<file path="src/rtl/mx4_pkg.sv">
// shared constants and types for the matrix multiplier
package mx4_pkg;

  localparam int DIM       = 4;
  localparam int FRAC_BITS = 16;
  localparam int DIM_W     = (DIM > 1) ? $clog2(DIM) : 1;
  localparam int ELEMS     = DIM * DIM;
  localparam int IDX_W     = $clog2(ELEMS);
  localparam int ELEM_W    = 32;
  localparam int PROD_W    = 2 * ELEM_W;
  localparam int ACC_W     = PROD_W + DIM_W;
  localparam int FUNC_W    = 2;
  localparam int RIDX_W    = 4;

  typedef enum logic [FUNC_W-1:0] {
    FUNC_LOAD_A   = 2'd0,
    FUNC_LOAD_B   = 2'd1,
    FUNC_MULTIPLY = 2'd2
  } func_t;

  // tag that travels with each product through the pipe
  typedef struct packed {
    logic             vld;
    logic             first;
    logic             done;
    logic             last;
    logic [IDX_W-1:0] res_idx;
  } tag_t;

endpackage

</file>
<file path="src/rtl/mx4_ram.sv">
// generic single-write, single-read ram with registered read data
module mx4_ram #(
  parameter int WIDTH = 32,
  parameter int DEPTH = 16
) (
  input  logic                     clk,
  input  logic                     we,
  input  logic [$clog2(DEPTH)-1:0] waddr,
  input  logic [WIDTH-1:0]         wdata,
  input  logic [$clog2(DEPTH)-1:0] raddr,
  output logic [WIDTH-1:0]         rdata
);

  logic [WIDTH-1:0] mem [DEPTH];
  logic [WIDTH-1:0] rdata_r;

  always_ff @(posedge clk) begin
    if (we) begin
      mem[waddr] <= wdata;
    end
    rdata_r <= mem[raddr];
  end

  assign rdata = rdata_r;

endmodule

</file>
<file path="src/rtl/matrix4x4_multiply.sv">
// top level of the fixed-point 4x4 matrix multiplier
//
// A beat with start high while busy is low is taken. func load A / load B writes
// one signed Q16.16 element into the left or right store in that single cycle and
// never raises busy; an index beyond the store and the unused func code are dropped.
// A multiply beat raises busy and walks all 64 products, one per clock, through
// the single 32x32 multiplier fed by one read port on each store; busy stays high
// and drops in the cycle that shows the last result. Results come out in flat
// index order, one after each full inner sum of DIM = 4 products, each on the out_
// ports for exactly one cycle with out_valid high; the receiver cannot stall, so it
// must take every beat as it appears. Each result is the full-width sum of four
// products, shifted right by 16 toward minus infinity and saturated to 32 bits.
// Both stores read as zero after reset, tracked by one valid bit per entry.
module matrix4x4_multiply (
  input  logic                               clk,
  input  logic                               rst_n,
  input  logic                               start,
  output logic                               busy,
  input  logic [mx4_pkg::FUNC_W-1:0]         in_func,
  input  logic [3:0]                         in_element_index,
  input  logic signed [mx4_pkg::ELEM_W-1:0]  in_element_value,
  output logic                               out_valid,
  output logic [mx4_pkg::RIDX_W-1:0]         out_result_index,
  output logic signed [mx4_pkg::ELEM_W-1:0]  out_result_value,
  output logic                               out_last_result
);

  localparam int ELEMS  = mx4_pkg::ELEMS;
  localparam int IDX_W  = mx4_pkg::IDX_W;
  localparam int DIM_W  = mx4_pkg::DIM_W;
  localparam int ELEM_W = mx4_pkg::ELEM_W;
  localparam int PROD_W = mx4_pkg::PROD_W;
  localparam int ACC_W  = mx4_pkg::ACC_W;
  localparam logic [DIM_W-1:0] DIM_LAST = DIM_W'(mx4_pkg::DIM - 1);

  // ---------------------------------------------------------------------------
  // input beat decode
  // ---------------------------------------------------------------------------
  logic             busy_r, busy_nxt;
  logic             take;
  logic             in_range;
  logic             we_a;
  logic             we_b;
  logic             go_mul;
  logic [IDX_W-1:0] waddr;

  assign take     = start && !busy_r;
  // widen both sides so the range check holds for any store size
  assign in_range = (32'(in_element_index) < 32'(ELEMS));
  assign waddr    = IDX_W'(in_element_index);
  assign we_a     = take && (in_func == mx4_pkg::FUNC_LOAD_A) && in_range;
  assign we_b     = take && (in_func == mx4_pkg::FUNC_LOAD_B) && in_range;
  assign go_mul   = take && (in_func == mx4_pkg::FUNC_MULTIPLY);

  // ---------------------------------------------------------------------------
  // per-entry valid bits: an entry never written since reset reads as zero
  // ---------------------------------------------------------------------------
  logic [ELEMS-1:0] vld_a_r, vld_a_nxt;
  logic [ELEMS-1:0] vld_b_r, vld_b_nxt;

  always_comb begin
    vld_a_nxt = vld_a_r;
    vld_b_nxt = vld_b_r;
    if (we_a) begin
      vld_a_nxt[waddr] = 1'b1;
    end
    if (we_b) begin
      vld_b_nxt[waddr] = 1'b1;
    end
  end

  // ---------------------------------------------------------------------------
  // issue sequencer: row r, column e, inner term c; c runs fastest
  // ---------------------------------------------------------------------------
  logic             issue_r, issue_nxt;
  logic [DIM_W-1:0] r_r, r_nxt;
  logic [DIM_W-1:0] e_r, e_nxt;
  logic [DIM_W-1:0] c_r, c_nxt;
  logic             last_issue;

  assign last_issue = (r_r == DIM_LAST) && (e_r == DIM_LAST) && (c_r == DIM_LAST);

  always_comb begin
    issue_nxt = issue_r;
    r_nxt     = r_r;
    e_nxt     = e_r;
    c_nxt     = c_r;
    if (go_mul) begin
      issue_nxt = 1'b1;
      r_nxt     = '0;
      e_nxt     = '0;
      c_nxt     = '0;
    end else if (issue_r) begin
      if (last_issue) begin
        issue_nxt = 1'b0;
      end
      if (c_r == DIM_LAST) begin
        c_nxt = '0;
        if (e_r == DIM_LAST) begin
          e_nxt = '0;
          r_nxt = r_r + 1'b1;
        end else begin
          e_nxt = e_r + 1'b1;
        end
      end else begin
        c_nxt = c_r + 1'b1;
      end
    end
  end

  // store addresses: A[r][c] and B[c][e]
  logic [IDX_W-1:0] raddr_a;
  logic [IDX_W-1:0] raddr_b;

  assign raddr_a = IDX_W'(r_r * mx4_pkg::DIM + c_r);
  assign raddr_b = IDX_W'(c_r * mx4_pkg::DIM + e_r);

  mx4_pkg::tag_t tag0;

  always_comb begin
    tag0.vld     = issue_r;
    tag0.first   = (c_r == '0);
    tag0.done    = (c_r == DIM_LAST);
    tag0.last    = last_issue;
    tag0.res_idx = IDX_W'(r_r * mx4_pkg::DIM + e_r);
  end

  // ---------------------------------------------------------------------------
  // element stores
  // ---------------------------------------------------------------------------
  logic [ELEM_W-1:0] rdata_a;
  logic [ELEM_W-1:0] rdata_b;

  mx4_ram #(.WIDTH(ELEM_W), .DEPTH(ELEMS)) u_ram_a (
    .clk   (clk),
    .we    (we_a),
    .waddr (waddr),
    .wdata (in_element_value),
    .raddr (raddr_a),
    .rdata (rdata_a)
  );

  mx4_ram #(.WIDTH(ELEM_W), .DEPTH(ELEMS)) u_ram_b (
    .clk   (clk),
    .we    (we_b),
    .waddr (waddr),
    .wdata (in_element_value),
    .raddr (raddr_b),
    .rdata (rdata_b)
  );

  // ---------------------------------------------------------------------------
  // stage 1: read data back, mask unwritten entries, multiply
  // stores do not change while busy, so no forwarding is needed
  // ---------------------------------------------------------------------------
  mx4_pkg::tag_t            tag1_r;
  logic                     ok_a_r;
  logic                     ok_b_r;
  logic signed [ELEM_W-1:0] op_a;
  logic signed [ELEM_W-1:0] op_b;

  assign op_a = ok_a_r ? signed'(rdata_a) : '0;
  assign op_b = ok_b_r ? signed'(rdata_b) : '0;

  // ---------------------------------------------------------------------------
  // stage 2: product register; stage 3: running sum over the inner term
  // ---------------------------------------------------------------------------
  mx4_pkg::tag_t            tag2_r;
  logic signed [PROD_W-1:0] prod_r;
  mx4_pkg::tag_t            tag3_r;
  logic signed [ACC_W-1:0]  acc_r, acc_nxt;

  assign acc_nxt = (tag2_r.first ? '0 : acc_r) + ACC_W'(prod_r);

  // ---------------------------------------------------------------------------
  // stage 4: shift right, saturate, drive the result beat
  // ---------------------------------------------------------------------------
  logic signed [ACC_W-1:0]  shifted;
  logic [ACC_W-ELEM_W:0]    upper;
  logic signed [ELEM_W-1:0] sat_val;
  logic                     emit;

  assign shifted = acc_r >>> mx4_pkg::FRAC_BITS;
  // bits at and above the 32-bit sign bit must all agree for the value to fit
  assign upper   = shifted[ACC_W-1:ELEM_W-1];
  assign emit    = tag3_r.vld && tag3_r.done;

  always_comb begin
    if ((&upper) || !(|upper)) begin
      sat_val = shifted[ELEM_W-1:0];
    end else if (shifted[ACC_W-1]) begin
      sat_val = {1'b1, {(ELEM_W-1){1'b0}}};
    end else begin
      sat_val = {1'b0, {(ELEM_W-1){1'b1}}};
    end
  end

  // busy drops as the final result is loaded into the output register
  always_comb begin
    busy_nxt = busy_r;
    if (go_mul) begin
      busy_nxt = 1'b1;
    end else if (emit && tag3_r.last) begin
      busy_nxt = 1'b0;
    end
  end

  logic                     out_valid_r;
  logic [IDX_W-1:0]         out_idx_r;
  logic signed [ELEM_W-1:0] out_val_r;
  logic                     out_last_r;

  always_ff @(posedge clk) begin
    if (!rst_n) begin
      vld_a_r     <= '0;
      vld_b_r     <= '0;
      busy_r      <= 1'b0;
      issue_r     <= 1'b0;
      r_r         <= '0;
      e_r         <= '0;
      c_r         <= '0;
      tag1_r      <= '0;
      tag2_r      <= '0;
      tag3_r      <= '0;
      out_valid_r <= 1'b0;
      out_last_r  <= 1'b0;
    end else begin
      vld_a_r     <= vld_a_nxt;
      vld_b_r     <= vld_b_nxt;
      busy_r      <= busy_nxt;
      issue_r     <= issue_nxt;
      r_r         <= r_nxt;
      e_r         <= e_nxt;
      c_r         <= c_nxt;
      tag1_r      <= tag0;
      tag2_r      <= tag1_r;
      tag3_r      <= tag2_r;
      out_valid_r <= emit;
      out_last_r  <= emit && tag3_r.last;
    end
  end

  // datapath registers, no reset
  always_ff @(posedge clk) begin
    ok_a_r <= vld_a_r[raddr_a];
    ok_b_r <= vld_b_r[raddr_b];
    prod_r <= op_a * op_b;
    if (tag2_r.vld) begin
      acc_r <= acc_nxt;
    end
    if (emit) begin
      out_idx_r <= tag3_r.res_idx;
      out_val_r <= sat_val;
    end
  end

  assign busy             = busy_r;
  assign out_valid        = out_valid_r;
  assign out_result_index = mx4_pkg::RIDX_W'(out_idx_r);
  assign out_result_value = out_val_r;
  assign out_last_result  = out_last_r;

endmodule

</file>
<file path="config.mk">
export PLATFORM = sky130hd
export DESIGN_NAME = matrix4x4_multiply
export DESIGN_NICKNAME = d
export VERILOG_FILES = /design/src/rtl/mx4_pkg.sv /design/src/rtl/mx4_ram.sv /design/src/rtl/matrix4x4_multiply.sv
export SDC_FILE = /design/constraint.sdc
export NUM_CORES = 2
export LEC_CHECK = 0
export BUFFER_PORTS_ARGS = -buffer_cell sky130_fd_sc_hd__buf_2
export CORE_UTILIZATION = 50
export CTS_CLUSTER_DIAMETER = 200
export DETAILED_ROUTE_END_ITERATION = 10
export PLACE_DENSITY = 0.72
export SLEW_MARGIN = 20
export SYNTH_ARGS = -nofsm -noshare
export SYNTH_HDL_FRONTEND = slang
export SYNTH_HIERARCHICAL = 1
export SYNTH_SLANG_ARGS = --single-unit
</file>
<file path="constraint.sdc">
create_clock -name clk -period 17.3 [get_ports clk]
set_clock_uncertainty 0.05 [all_clocks]
set_input_delay 0 -clock clk [delete_from_list [all_inputs] [get_ports clk]]
set_output_delay 0 -clock clk [all_outputs]
set_load 0.03 [all_outputs]
</file>
==> reports/results.ini <==
[synthesis]
async_reset_ff_frac=0
yosysWarnings=6
synth_edf_count=1126
seq_area_frac_synth=0.437
synth_seq_cells=1321
synth_area_per_cell_um2=12.8
yosysUniqueCellTypes=85
synth_flop_cell=edfxtp_1
syn_area_um2=86300
syn_nets=8106
synthesis.instances=6729

[placement]
place_congestion=0.976
dp_hpwl_mm=154
place_inst=8874
post-place-ws_ns=7.63
io_buffers=79

[clocking]
cts_max_path_buffers=3
clkTransAtPathRegs_ns=0.06
post-cts-setup-buffers=0
cts_buffers=133
ctsResizeCount=0
tritoncts=yes
root_buffer=clkbuf_16
clkSinkCount=1321
htreeDepth=4
clk_latency_ns=0.78
cts_hold_buf=45

[critical_path]
crit_type=flop to flop
crit_family=adder cells
cp-startpoint=ok_a_r$_DFF_P_
critPathCapture=prod_r[62]$_DFF_P_
r2r_end=prod_r[62]$_DFF_P_
r2r_cells=24
worst_ep_required_time_ns=17.94
crit_chain=buf_4 -> and2_1 -> nand2_1 -> inv_1 -> fa_1 -> fa_1 -> fa_1 -> fa_1 -> inv_1 -> fa_1 -> inv_1 -> fa_1 -> fa_1 -> fa_1 -> ha_1 -> a21o_1 -> a21o_1 -> a211oi_1 -> o21ai_1 -> nor4_1 -> a21oi_1 -> a211o_1 -> a21oi_1 -> xnor2_1
rrSetupSlack_ns=7.59
slowest_delay_ns=1.14
reg2reg_from=ok_a_r$_DFF_P_
cp-start-kind=flop
crit_buf_inv=4
cp_max_fo=64
cp_slowest_cell=fa_1
cp.arrival_ns=10.35
cp-end-kind=flop
crit_top_cell=fa_1
cp.depth=24

[routing]
drc=0
drt-pass1-iter-count=6
wl_per_cell_um=24.5
vias=52931
via_per_inst=5.78
drt.antenna.violating_nets=0
drt_iter0_markers=5446
wirelength_mm=224

[die]
placement_rows=152
ios=80
start_util=0.503
die_area_um2=174000
dieHeight_um=417
die_w_um=417
core-area_um2=172000

[final_layout]
area_growth_pct=8.74
postLayoutCoreUtil=0.547
drive_above_1_share=0.101
fill_cells=13891
fin_cells=9163
fin_nets=8121

[run]
cap_viol_max_count=0

[run_status]
status=finished clean

[timing]
min_period_over_period=0.561
worst_slack_ns=7.59
setup-tns-final_ns=0
worst_pin_slew_ns=1.18
period_needed_ns=9.71
rsz0062_at_grt=false
setup_viol=0
fmax_mhz=103
slew_violations=0
hold_viol_final=0
relSlewSlack=0.208

[power_and_ir_drop]
power_density_nw_per_um2=68.4
cellLeakagePower_nw=37.4
ir_drop_uv=193
p_total_mw=6.42

[global_route]
grt_pass1_wl_mm=342
antenna_found_initial=11
grt-ovfl-total=0
grt_pass1_vias=55989
grt_use_total=0.263
grt_start_max_net_pins=73

[hold_path]
hold_depth=3
hold_path.class=primary input to flop
min_from=rst_n

## placed cells by master, fill, tap and decap left out, types with 41 or more instances in the layout
master / n
mux4_2: 266
dfxtp_1: 187
nand2_1: 682
xnor2_1: 85
nand3_1: 47
o21ai_0: 49
inv_1: 991
a21o_1: 101
ha_1: 253
and2_1: 82
buf_4: 99
dlygate4sd3_1: 45
fa_1: 1083
nor2_1: 642
xor2_1: 49
nor2b_1: 86
a22oi_1: 129
a21oi_1: 172
edfxtp_1: 1126
clkbuf_1: 41
buf_2: 79
clkbuf_16: 136
## per-layer routing
metal	vias up	global-route usage	part of all wire
met2	2899	0.425	0.47
li1	22352	-	-
met3	536	0.0594	0.11
met4	6	0.110	0.045
met5	-	0	0.00019
met1	27138	0.346	0.38
## tightest hold or removal path, stage by stage
cell,delay [ns]
dlygate4sd3_1,0.53
buf_2,0.26
o21a_1,0.16
## sequential cells by signal, indices dropped and copies added (netlist names)
| register | cells |
|---|---|
| u_ram_b/rdata | 32 |
| r_r | 2 |
| busy | 1 |
| tag1_r | 8 |
| prod_r | 64 |
| e_r | 2 |
| out_valid | 1 |
| out_result_value | 32 |
| acc_r | 66 |
| vld_b_r | 16 |
| vld_a_r | 16 |
| out_result_index | 4 |
| out_last_result | 1 |
| c_r | 2 |
| tag2_r | 8 |
| u_ram_b/mem | 512 |
| u_ram_a/rdata | 32 |
| u_ram_a/mem | 512 |
| ok_b_r | 1 |
| issue_r | 1 |
| ok_a_r | 1 |
| tag3_r | 7 |
## synthesized netlist by cell type (90+ instances only)
cell type / number / share of area
edfxtp_1: 1126 / 0.39
fa_1: 1083 / 0.25
inv_1: 991 / 0.043
nand2_1: 682 / 0.030
nor2_1: 669 / 0.029
clkbuf_1: 274 / 0.012
mux4_2: 266 / 0.069
ha_1: 253 / 0.037
dfxtp_1: 195 / 0.045
a21oi_1: 172 / 0.010
a22oi_1: 129 / 0.011
a21o_1: 101 / 0.0088
nor2b_1: 90 / 0.0065
## power by group
| part | switching, mW | total, mW | leakage (nW) | internal, mW |
|---|---|---|---|---|
| Combinational | 0.121 | 0.179 | 23.7 | 0.0574 |
| Clock | 1.22 | 2.76 | 2.01 | 1.54 |
| Sequential | 0.0131 | 3.48 | 11.7 | 3.47 |
## layout make-up
type	instances	area [µm²]	share of cell area
multi-input cells	4073	43800	0.466
flip-flops and latches	1321	37700	0.402
inverters	992	3720	0.0397
clock buffers	177	3560	0.0379
well taps	2310	2890	0.0308
repair buffers	223	1590	0.0169
clock inverters	65	588	0.00627
diodes	2	5.00	0.0000533
## per-stage QoR
step	hold slack, ns	area (µm²)
finish	0.189	93900
global placement	0.314	89200
global route	0.228	93900
CTS	0.152	93800
detailed placement	0.324	89300
floorplan	0.0489	86300
## worst min path at each step
stage	to	slack, ns
floorplan	u_ram_a/mem[0][0]$_DFFE_PP_	0.05
global placement	issue_r$_SDFF_PN0_	0.31
detailed placement	issue_r$_SDFF_PN0_	0.32
CTS	vld_b_r[14]$_SDFFE_PN0P_	0.15
global route	vld_a_r[13]$_SDFFE_PN0P_	0.23
finish	vld_b_r[14]$_SDFFE_PN0P_	0.19
## cell families after synthesis
kind of cell | count (synthesis) | synth area share
compound gates | 626 | 0.0485
xor+xnor | 134 | 0.0136
fa+ha+maj | 1336 | 0.288
buf+inv | 1335 | 0.0593
flops | 1321 | 0.437
mux | 270 | 0.0699
simple gates | 1707 | 0.0839
No activity file was read; power rests on OpenSTA's default activity.
